## src/hdl/msp_pkg.sv

```systemverilog
`timescale 1ns / 1ps
`default_nettype none

package msp_pkg;

    localparam int NUM_STACKS = 4;
    localparam int NUM_SLOTS  = 16;

    // Slot pointer carries one extra code: NUM_SLOTS means null.
    localparam int PTR_W   = $clog2(NUM_SLOTS + 1);
    localparam int IDX_W   = $clog2(NUM_SLOTS);
    localparam int SID_W   = 2;
    localparam int DATA_W  = 32;
    localparam int STAT_W  = 2;

    localparam logic MODE_PUSH = 1'b0;
    localparam logic MODE_POP  = 1'b1;

    localparam logic [STAT_W-1:0] STATUS_DONE        = 2'd0;
    localparam logic [STAT_W-1:0] STATUS_POOL_FULL   = 2'd1;
    localparam logic [STAT_W-1:0] STATUS_STACK_EMPTY = 2'd2;

    localparam logic [PTR_W-1:0] PTR_NULL = PTR_W'(NUM_SLOTS);

    typedef enum logic
    {
        ST_IDLE,
        ST_EXEC
    } state_t;

    typedef logic [PTR_W-1:0] ptr_t;

    // Any code at or past NUM_SLOTS counts as null.
    function automatic logic ptr_is_null(input ptr_t p);
        return p >= PTR_NULL;
    endfunction

    // Link of a slot never written since reset: the next slot, last one null.
    function automatic ptr_t link_init(input logic [IDX_W-1:0] idx);
        return PTR_W'(idx) + PTR_W'(1);
    endfunction

endpackage

`default_nettype wire

```

## src/hdl/msp_link_mem.sv

```systemverilog
`timescale 1ns / 1ps
`default_nettype none

module msp_link_mem
(
    input  wire                         clk,
    input  wire                         rst_n,
    input  wire                         rd_en,
    input  wire  [msp_pkg::IDX_W-1:0]   rd_addr,
    output msp_pkg::ptr_t               rd_data,
    input  wire                         wr_en,
    input  wire  [msp_pkg::IDX_W-1:0]   wr_addr,
    input  wire  msp_pkg::ptr_t         wr_data
);

    msp_pkg::ptr_t                   link_mem [msp_pkg::NUM_SLOTS];
    logic [msp_pkg::NUM_SLOTS-1:0]   written_reg;
    msp_pkg::ptr_t                   rd_mem_reg;
    logic                            rd_written_reg;
    logic [msp_pkg::IDX_W-1:0]       rd_addr_reg;

    always_ff @(posedge clk)
    begin
        if (wr_en)
        begin
            link_mem[wr_addr] <= wr_data;
        end
        if (rd_en)
        begin
            rd_mem_reg  <= link_mem[rd_addr];
            rd_addr_reg <= rd_addr;
        end
    end

    always_ff @(posedge clk or negedge rst_n)
    begin
        if (!rst_n)
        begin
            written_reg    <= '0;
            rd_written_reg <= 1'b0;
        end
        else
        begin
            if (wr_en)
            begin
                written_reg[wr_addr] <= 1'b1;
            end
            if (rd_en)
            begin
                rd_written_reg <= written_reg[rd_addr];
            end
        end
    end

    assign rd_data = rd_written_reg ? rd_mem_reg : msp_pkg::link_init(rd_addr_reg);

endmodule

`default_nettype wire

```

## src/hdl/msp_data_mem.sv

```systemverilog
`timescale 1ns / 1ps
`default_nettype none

module msp_data_mem
(
    input  wire                         clk,
    input  wire                         rd_en,
    input  wire  [msp_pkg::IDX_W-1:0]   rd_addr,
    output logic [msp_pkg::DATA_W-1:0]  rd_data,
    input  wire                         wr_en,
    input  wire  [msp_pkg::IDX_W-1:0]   wr_addr,
    input  wire  [msp_pkg::DATA_W-1:0]  wr_data
);

    logic [msp_pkg::DATA_W-1:0] data_mem [msp_pkg::NUM_SLOTS];

    always_ff @(posedge clk)
    begin
        if (wr_en)
        begin
            data_mem[wr_addr] <= wr_data;
        end
        if (rd_en)
        begin
            rd_data <= data_mem[rd_addr];
        end
    end

endmodule

`default_nettype wire

```

## src/hdl/multi_stack_shared_pool_unit.sv

```systemverilog
`timescale 1ns / 1ps
`default_nettype none

// Four LIFO stacks sharing a pool of 16 slots, chained through a link memory.
// Input channel (in_valid/in_ready): one beat is a push of push_value or a pop
// from stack stack_id, chosen by mode. Output channel (out_valid/out_ready):
// exactly one result beat per input beat, in order, carrying pop_value,
// status, stack_now_empty and pool_now_full.
// Each beat is accepted in ST_IDLE, whose accept edge reads the selected slot's
// link and data; the write-back step in ST_EXEC then writes the links back and
// loads the result register. A new beat is accepted only after the previous
// beat has left its write-back step.
// A result waiting in the output register does not block the next input
// beat; only if the receiver still stalls when that beat's result is ready
// does the block hold in its write-back step until the register drains.
// Reset: all stacks empty, every slot free in ascending order, output empty.
// Slot links reset through per-slot written flags, so no clearing pass runs.

module multi_stack_shared_pool_unit
(
    input  wire                           clk,
    input  wire                           rst_n,
    input  wire                           in_valid,
    output logic                          in_ready,
    input  wire                           mode,
    input  wire  [msp_pkg::SID_W-1:0]     stack_id,
    input  wire  signed [msp_pkg::DATA_W-1:0] push_value,
    output logic                          out_valid,
    input  wire                           out_ready,
    output logic signed [msp_pkg::DATA_W-1:0] pop_value,
    output logic [msp_pkg::STAT_W-1:0]    status,
    output logic                          stack_now_empty,
    output logic                          pool_now_full
);

    msp_pkg::state_t state_reg;
    msp_pkg::state_t state_next;

    msp_pkg::ptr_t                  top_reg [msp_pkg::NUM_STACKS];
    msp_pkg::ptr_t                  free_head_reg;

    logic                           mode_reg;
    logic [msp_pkg::SID_W-1:0]      sid_reg;
    logic [msp_pkg::DATA_W-1:0]     value_reg;
    msp_pkg::ptr_t                  slot_reg;
    logic                           fail_reg;

    logic                           out_valid_reg;
    logic [msp_pkg::DATA_W-1:0]     pop_value_reg;
    logic [msp_pkg::STAT_W-1:0]     status_reg;
    logic                           empty_reg;
    logic                           full_reg;

    logic                           in_fire;
    logic                           out_free;
    logic                           exec_fire;
    msp_pkg::ptr_t                  sel_slot;
    logic                           sel_null;

    msp_pkg::ptr_t                  link_rd;
    logic [msp_pkg::DATA_W-1:0]     data_rd;
    logic                           link_wr_en;
    msp_pkg::ptr_t                  link_wr_data;
    logic                           data_wr_en;

    msp_pkg::ptr_t                  top_cur;
    msp_pkg::ptr_t                  new_top;
    msp_pkg::ptr_t                  new_free;
    logic [msp_pkg::DATA_W-1:0]     res_value;
    logic [msp_pkg::STAT_W-1:0]     res_status;

    assign out_free  = !out_valid_reg || out_ready;
    assign in_fire   = in_valid && in_ready;
    assign sel_slot  = (mode == msp_pkg::MODE_POP) ? top_reg[stack_id] : free_head_reg;
    assign sel_null  = msp_pkg::ptr_is_null(sel_slot);
    assign top_cur   = top_reg[sid_reg];

    msp_link_mem u_link_mem
    (
        .clk     (clk),
        .rst_n   (rst_n),
        .rd_en   (in_fire && !sel_null),
        .rd_addr (sel_slot[msp_pkg::IDX_W-1:0]),
        .rd_data (link_rd),
        .wr_en   (link_wr_en),
        .wr_addr (slot_reg[msp_pkg::IDX_W-1:0]),
        .wr_data (link_wr_data)
    );

    msp_data_mem u_data_mem
    (
        .clk     (clk),
        .rd_en   (in_fire && !sel_null),
        .rd_addr (sel_slot[msp_pkg::IDX_W-1:0]),
        .rd_data (data_rd),
        .wr_en   (data_wr_en),
        .wr_addr (slot_reg[msp_pkg::IDX_W-1:0]),
        .wr_data (value_reg)
    );

    always_ff @(posedge clk or negedge rst_n)
    begin
        if (!rst_n)
        begin
            state_reg <= msp_pkg::ST_IDLE;
        end
        else
        begin
            state_reg <= state_next;
        end
    end

    // Next state, write-back and result values
    always_comb
    begin
        state_next   = state_reg;
        in_ready     = 1'b0;
        exec_fire    = 1'b0;
        link_wr_en   = 1'b0;
        data_wr_en   = 1'b0;
        link_wr_data = top_cur;
        new_top      = top_cur;
        new_free     = free_head_reg;
        res_value    = '0;
        res_status   = msp_pkg::STATUS_DONE;
        case (state_reg)
            msp_pkg::ST_IDLE:
            begin
                in_ready = 1'b1;
                if (in_valid)
                begin
                    state_next = msp_pkg::ST_EXEC;
                end
            end
            msp_pkg::ST_EXEC:
            begin
                if (out_free)
                begin
                    exec_fire  = 1'b1;
                    state_next = msp_pkg::ST_IDLE;
                end
                if (fail_reg)
                begin
                    res_status = (mode_reg == msp_pkg::MODE_POP) ?
                                 msp_pkg::STATUS_STACK_EMPTY : msp_pkg::STATUS_POOL_FULL;
                end
                else if (mode_reg == msp_pkg::MODE_PUSH)
                begin
                    link_wr_en   = exec_fire;
                    data_wr_en   = exec_fire;
                    link_wr_data = top_cur;
                    new_free     = link_rd;
                    new_top      = slot_reg;
                end
                else
                begin
                    link_wr_en   = exec_fire;
                    link_wr_data = free_head_reg;
                    new_top      = link_rd;
                    new_free     = slot_reg;
                    res_value    = data_rd;
                end
            end
            default:
            begin
                state_next = msp_pkg::ST_IDLE;
            end
        endcase
    end

    always_ff @(posedge clk)
    begin
        if (in_fire)
        begin
            mode_reg  <= mode;
            sid_reg   <= stack_id;
            value_reg <= push_value;
            slot_reg  <= sel_slot;
            fail_reg  <= sel_null;
        end
        if (exec_fire)
        begin
            pop_value_reg <= res_value;
            status_reg    <= res_status;
            empty_reg     <= msp_pkg::ptr_is_null(new_top);
            full_reg      <= msp_pkg::ptr_is_null(new_free);
        end
    end

    always_ff @(posedge clk or negedge rst_n)
    begin
        if (!rst_n)
        begin
            for (int i = 0; i < msp_pkg::NUM_STACKS; i++)
            begin
                top_reg[i] <= msp_pkg::PTR_NULL;
            end
            free_head_reg <= '0;
            out_valid_reg <= 1'b0;
        end
        else
        begin
            if (exec_fire)
            begin
                top_reg[sid_reg] <= new_top;
                free_head_reg    <= new_free;
                out_valid_reg    <= 1'b1;
            end
            else if (out_ready)
            begin
                out_valid_reg <= 1'b0;
            end
        end
    end

    assign out_valid       = out_valid_reg;
    assign pop_value       = pop_value_reg;
    assign status          = status_reg;
    assign stack_now_empty = empty_reg;
    assign pool_now_full   = full_reg;

endmodule

`default_nettype wire

```

## config.mk

```make
export PLATFORM = sky130hd
export DESIGN_NAME = multi_stack_shared_pool_unit
export DESIGN_NICKNAME = d
export VERILOG_FILES = /design/src/hdl/msp_pkg.sv /design/src/hdl/msp_link_mem.sv /design/src/hdl/msp_data_mem.sv /design/src/hdl/multi_stack_shared_pool_unit.sv
export SDC_FILE = /design/constraint.sdc
export NUM_CORES = 1
export LEC_CHECK = 0
export ABC_AREA = 1
export BUFFER_PORTS_ARGS = -buffer_cell sky130_fd_sc_hd__buf_4
export CORE_AREA = 3 3 279 281
export CTS_CLUSTER_DIAMETER = 50
export DETAILED_ROUTE_END_ITERATION = 12
export DIE_AREA = 0 0 282 284
export GPL_TIMING_DRIVEN = 0
export HOLD_SLACK_MARGIN = 0.05
export PLACE_DENSITY = 0.67
export SYNTH_ARGS = -nofsm -noshare
export SYNTH_HDL_FRONTEND = slang
export SYNTH_SLANG_ARGS = --single-unit
```

## constraint.sdc

```tcl
create_clock -name clk -period 12.7 [get_ports clk]
set_clock_uncertainty 0.1 [all_clocks]
set_input_delay 2.54 -clock clk [delete_from_list [all_inputs] [get_ports clk]]
set_output_delay 2.54 -clock clk [all_outputs]
set_load 0.005 [all_outputs]
```

==> results of run 1 <==
[layer usage]
metal | vias up | share of wire [%] | global-route usage [%]
li1 | 8727 | - | -
met5 | - | 0.014 | 0
met2 | 1244 | 46 | 35.27
met3 | 249 | 11 | 5.660
met1 | 9878 | 38 | 29.38
met4 | 2 | 4.2 | 9.083
[tightest hold or removal path, delay by kind of cell (launching register included)]
family,cells,cell delay [ps]
buf+inv,1,50
compound gates,1,60
flops,1,320
[metrics by stage]
stage          std cells  worst slack, ps  cell area (µm²)
4_1_cts             3547             7320            35560
3_5_place_dp        3384             6680            32590
2_1_floorplan       2297             5858            30130
6_report            3549             7386            35570
5_1_grt             3548             7117            35570
3_3_place_gp        3351             1272            31920
[kinds of logic (layout without fill, tap and decap cells)]
family / after synthesis / count (layout) / synth area share [%]
buf+inv: 372 / 645 / 5.548
compound gates: 533 / 533 / 11.42
simple gates: 637 / 637 / 8.629
xor+xnor: 1 / 1 / 0.02907
other cells: 0 / 1 / 0
flops: 753 / 753 / 74.33
fa+ha+maj: 1 / 1 / 0.04152
[cells in the final DEF (no fill, tap or decap), drive strengths merged, types with 2 or more instances in the layout]
cell type	n
edfxtp	709
o211ai	271
nand2	258
nor2	251
inv	249
buf	219
o21ai	212
clkbuf	125
nand3	118
dfrtp	40
clkinv	35
a21oi	16
o21bai	14
o22ai	10
bufinv	10
clkinvlp	7
nor3	7
a221oi	4
dfstp	4
a22oi	3
nand4	2
[report_power, final]
group          internal [mW]  switching (mW)
combinational          0.510            1.33
clock                   1.52            1.04
sequential              3.05           0.131
total                   5.08            2.51
[area by class of cell]
| cell class | instances | area [µm²] | share of cell area, % |
|---|---|---|---|
| multi-input cells | 1172 | 6198 | 17.43 |
| flip-flops and latches | 753 | 22400 | 62.97 |
| well taps | 978 | 1224 | 3.440 |
| inverters | 237 | 889.6 | 2.501 |
| clock buffers | 99 | 2296 | 6.455 |
| clock inverters | 64 | 673.1 | 1.893 |
| repair buffers | 110 | 1107 | 3.113 |
| diodes | 1 | 2.502 | 0.007035 |
| plain buffers | 135 | 782.0 | 2.199 |
[cell usage after synthesis, drive strengths merged]
cell type | number | share of area (%)
a21oi | 16 | 0.27
a221oi | 4 | 0.12
a22oi | 3 | 0.075
a31oi | 1 | 0.021
a32oi | 1 | 0.029
buf | 109 | 2.3
clkbuf | 26 | 0.33
dfrtp | 40 | 3.3
dfstp | 4 | 0.35
edfxtp | 709 | 71
ha | 1 | 0.042
inv | 237 | 3.0
nand2 | 258 | 3.3
nand3 | 118 | 2.0
nand4 | 2 | 0.042
nor2 | 251 | 3.2
nor3 | 7 | 0.12
o211ai | 271 | 6.8
o21ai | 212 | 3.6
o21bai | 14 | 0.35
o22ai | 10 | 0.21
o32ai | 1 | 0.029
or2 | 1 | 0.021
xnor2 | 1 | 0.029
[worst max-delay path by stage]
| stage | to | slack (ps) |
|---|---|---|
| floorplan | u_data_mem.data_mem[0][0] | 5860 |
| global placement | u_data_mem.data_mem[0][14] | 1270 |
| detailed placement | u_data_mem.data_mem[10][13] | 6680 |
| CTS | u_data_mem.data_mem[10][13] | 7320 |
| global route | u_data_mem.data_mem[2][14] | 7120 |
| finish | u_data_mem.data_mem[10][7] | 7390 |
==> summary.txt, run 1 <==
Run status
  – Status: completed

Placement
  – IO buf count: 76
  – Placer Congestion: 0.8857
  – Post-DP HPWL: 59030 µm

STA
  – Max frequency: 0.1882 GHz
  – Final Hold Slack: 357.5 ps
  – Fin. Hold Viols: 0
  – Max-slew violation count: 0
  – Worst slew margin: 20.77%
  – Total negative slack: 0 ps
  – Crit path time final: 5314 ps
  – RSZ-0062 raised after global routing: no
  – Final Setup Violations: 0
  – Worst-margin pin slew: 1189 ps
  – Final Cycle Share: 41.84%

Cells and area
  – Area growth syn-to-layout: 18.05%
  – Largest Register: u_data_mem.data_mem
  – Layout fillers: 6511
  – Max reg flops: 512
  – Net count reported at finish: 2537
  – Final core utilization: 46.99%
  – Largest regs: u_data_mem.data_mem x512, u_link_mem.link_mem x80
  – Fraction of layout cells with a size suffix above 1: 15.68%

Global routing
  – First-pass GRT wire length: 129700 µm
  – Tot GR Track Use: 22.29%
  – Initial antenna violation count: 2
  – GR Overflow Total: 0
  – Pin count of the biggest net entering global routing: 45
  – Vias in the first global route: 19850

Clock tree
  – Post-CTS Hold Buffers: 0
  – Clk root buf: clkbuf_16
  – Post-CTS Setup Inserts: 0
  – Clock sinks: 753
  – CTS clk-pin slew, worst paths: 60 ps
  – CTS tree: yes
  – Post_cts resized: 0
  – TritonCTS buffer count: 88
  – Worst-Skew Late Latency: 630 ps
  – Clock buffer depth: 3
  – H-tree Lvls: 3

Setup path
  – Crit Reg-Reg Endpoint: u_data_mem.data_mem[10][7]
  – R2r startpoint: state_reg
  – Slowest cell delay on critical path: 610 ps
  – Worst-path maximum fanout: 18
  – Kind of critical path: in2reg
  – Reg2reg setup slack: 8700 ps
  – WP data arrival: 5540 ps
  – Levels on crit path: 10
  – Most frequent CP cell: buf_6
  – Crit path required time: 12930 ps
  – CP startpoint kind: primary input
  – R2r worst-path depth: 9
  – Worst path cell trace: buf_4 -> nor2_1 -> nor2_4 -> inv_1 -> nor2_2 -> inv_2 -> clkbuf_1 -> nor3_2 -> buf_6 -> buf_6
  – Cell family with most CP delay: simple AND/OR/NAND/NOR gates
  – Critical path endpoint category: register
  – CP startpoint: out_ready
  – Slowest cell on the critical path: nor3_2
  – Number of buffers and inverters on the critical path: 6

Floorplan
  – Die area: 80090 µm²
  – Starting density of the core: 39.80%
  – Die H: 284 µm
  – Row cnt: 101
  – Core Area: 75700 µm²
  – I/O pin count: 77
  – Die width: 282 µm

Run
  – Max cap viols: 0

Min path
  – Min-delay src: u_link_mem.written_reg[5]
  – Hold depth: 2
  – Hold endpoint: u_link_mem.written_reg[5]
  – Hold Crit Class: reg2reg

Routing
  – Drt via density: 5.664
  – DRC Markers: 0
  – DRT Pass-1 Iters: 6
  – Post-route ant nets: 0
  – Initial DRC Count: 2729
  – Final wirelength: 89970 µm
  – WL per Instance: 25.35 µm
  – Vias: 20100

Synth
  – Post-Syn Area: 30130 µm²
  – Cell variety after synth: 39
  – Synth warn: 0
  – Post-Syn Instances: 2297
  – Syn_area_per_cell: 13.12 µm²
  – Synthesis-stage register bit count: 753
  – Syn_nets: 2337
  – Sequential element share of the synthesized area: 74.33%

Pwr
  – Leak: 12.68 nW
  – Final Power: 7.588 mW
  – Pwr dens: 213.3 nW/µm²
  – Peak VDD IR: 96.74 µV
Power figures use the tool's default switching activity.
==> run 2: changes to the inputs <==
--- a/config.mk
+++ b/config.mk
@@ -13,7 +13,7 @@
 export DIE_AREA = 0 0 282 284
 export GPL_TIMING_DRIVEN = 0
 export HOLD_SLACK_MARGIN = 0.05
-export PLACE_DENSITY = 0.67
+export PLACE_DENSITY = 0.69
 export SYNTH_ARGS = -nofsm -noshare
 export SYNTH_HDL_FRONTEND = slang
 export SYNTH_SLANG_ARGS = --single-unit
==> constraint.sdc (replaced) <==
create_clock -name clk -period 4.6 [get_ports clk]
set_clock_uncertainty 0.1 [all_clocks]
set_input_delay 0.92 -clock clk [delete_from_list [all_inputs] [get_ports clk]]
set_output_delay 0.92 -clock clk [all_outputs]
set_load 0.005 [all_outputs]
==> summary.txt, run 2 (same netlist as run 1, synthesis figures left out) <==
Global routing
  – Vias in the first global route: 19880
  – Pin count of the biggest net entering global routing: 45
  – Global routing's busiest layer: met2
  – GR Overflow Total: 0
  – Initial antenna violation count: 2
  – Tot GR Track Use: 21.99%
  – First-pass GRT wire length: 128400 µm
  – Met2 global-route usage: 34.53%
  – Met3 Usage GRT: 4.936%
  – Met1 Usage GRT: 29.27%

Setup path
  – Slowest cell delay on critical path: 680 ps
  – Reg2reg setup slack: 450 ps
  – Slowest cell on the critical path: nor2_4
  – Kind of critical path: reg2reg
  – Number of buffers and inverters on the critical path: 5
  – R2r startpoint: state_reg
  – Cell family with most CP delay: simple AND/OR/NAND/NOR gates
  – WP data arrival: 4370 ps
  – R2r worst-path depth: 10
  – Worst path cell trace: inv_2 -> nor2_4 -> buf_12 -> inv_1 -> nor2_2 -> inv_2 -> nor3_1 -> nand2_1 -> nor2_4 -> buf_12
  – Crit path required time: 4820 ps
  – CP startpoint kind: register
  – Crit Reg-Reg Endpoint: u_data_mem.data_mem[2][10]
  – Critical path endpoint category: register
  – Worst-path maximum fanout: 22

Routing
  – Post-route ant nets: 0
  – DRT Pass-1 Iters: 6
  – Vias: 20090
  – DRC Markers: 0
  – Initial DRC Count: 2712
  – Final wirelength: 89050 µm
  – WL per Instance: 25.24 µm
  – Drt via density: 5.694

Clock tree
  – Post-CTS Hold Buffers: 0
  – Clock buffer depth: 3
  – Post_cts resized: 0
  – Post-CTS Setup Inserts: 0
  – TritonCTS buffer count: 83
  – Clock sinks: 753
  – Clk root buf: clkbuf_16
  – H-tree Lvls: 3
  – CTS tree: yes
  – Worst-Skew Late Latency: 640 ps
  – CTS clk-pin slew, worst paths: 60 ps

STA
  – Final Cycle Share: 90.19%
  – RSZ-0062 raised after global routing: no
  – Worst-margin pin slew: 1178 ps
  – PnR worst setup slack: 451.3 ps
  – Max-slew violation count: 0
  – Worst slew margin: 21.46%
  – Final Setup Violations: 0
  – Max frequency: 0.2410 GHz
  – Crit path time final: 4149 ps
  – Fin. Hold Viols: 0

Floorplan
  – Starting density of the core: 39.80%
  – Die H: 284 µm
  – Core Area: 75700 µm²
  – Die area: 80090 µm²
  – I/O pin count: 77
  – Row cnt: 101
  – Die width: 282 µm

Pwr
  – Pwr dens: 578.0 nW/µm²
  – Peak VDD IR: 300.1 µV
  – Leak: 12.54 nW

Cells and area
  – Most frequent cells in the layout: 709 x edfxtp_1, 270 x o211ai_1, 255 x nand2_1
  – Area growth syn-to-layout: 17.21%
  – Net count reported at finish: 2524
  – Layout fillers: 6460
  – Max reg flops: 512
  – Most common cell after layout, fill and taps aside: edfxtp_1
  – Final core utilization: 46.66%
  – Largest regs: u_data_mem.data_mem x512, u_link_mem.link_mem x80
  – Largest Register: u_data_mem.data_mem
  – Fraction of layout cells with a size suffix above 1: 14.95%

Placement
  – Placer Congestion: 0.9066
  – IO buf count: 76
  – Pre-CTS setup slack: 100.8 ps
  – Post-DP HPWL: 58050 µm

Min path
  – Hold Crit Class: in2async

Run
  – Max cap viols: 0

Run status
  – Status: completed
-- run 2: changes by cell type in the layout (fill, tap and decap cells not counted), sizes merged --
| cell | delta |
|---|---|
| inv | -8 |
| clkinvlp | +1 |
| clkbuf | -2 |
| buf | -8 |
| bufinv | -4 |
-- run 2: worst max path at each step --
stage / end / cells past startpoint / start / slack [ps]
final: u_data_mem.data_mem[2][10] / 10 / state_reg / 450
after global routing: u_data_mem.data_mem[2][12] / 10 / state_reg / 210
after CTS: u_data_mem.data_mem[2][12] / 10 / state_reg / 410
after detailed placement: u_data_mem.data_mem[2][13] / 11 / out_ready / 100
after global placement: u_data_mem.data_mem[2][17] / 9 / out_ready / -2750
after floorplan: u_data_mem.data_mem[2][0] / 8 / out_ready / 240
-- run 2: per-stage QoR --
stage | area, µm² | TNS (ps) | hold slack [ps] | std cells | power (mW)
final | 35320 | 0 | 202.9 | 3528 | 20.41
after global routing | 35310 | 0 | 235.8 | 3527 | 21.12
after CTS | 35300 | 0 | 206.9 | 3527 | 20.37
after detailed placement | 32610 | 0 | 343.4 | 3377 | 13.87
after global placement | 31940 | -646620 | 337.1 | 3351 | 13.64
after floorplan | 30150 | 0 | 322.5 | 2297 | 11.52
-- run 2: final cells by class --
class | count | area (µm²) | area share, %
repair buffers | 102 | 1101 | 3.118
inverters | 237 | 889.6 | 2.519
diodes | 1 | 2.502 | 0.007086
well taps | 978 | 1224 | 3.465
multi-input cells | 1172 | 6223 | 17.62
clock inverters | 53 | 504.2 | 1.428
plain buffers | 135 | 782.0 | 2.214
flip-flops and latches | 753 | 22400 | 63.42
clock buffers | 97 | 2193 | 6.211
-- run 2: power by group --
group	total [mW]	switching (mW)	leakage [nW]	internal, mW
clock network	6.54	2.76	1.30	3.78
logic	5.08	3.68	4.31	1.41
registers	8.79	0.365	6.93	8.42
-- run 2: per-layer routing --
metal | part of all wire [%] | vias to the layer above | routed length, µm
met5 | 0.015 | - | 13
met4 | 4.6 | 2 | 4135
met3 | 11 | 277 | 10230
met2 | 46 | 1354 | 41190
met1 | 38 | 9771 | 33480
li1 | - | 8683 | -
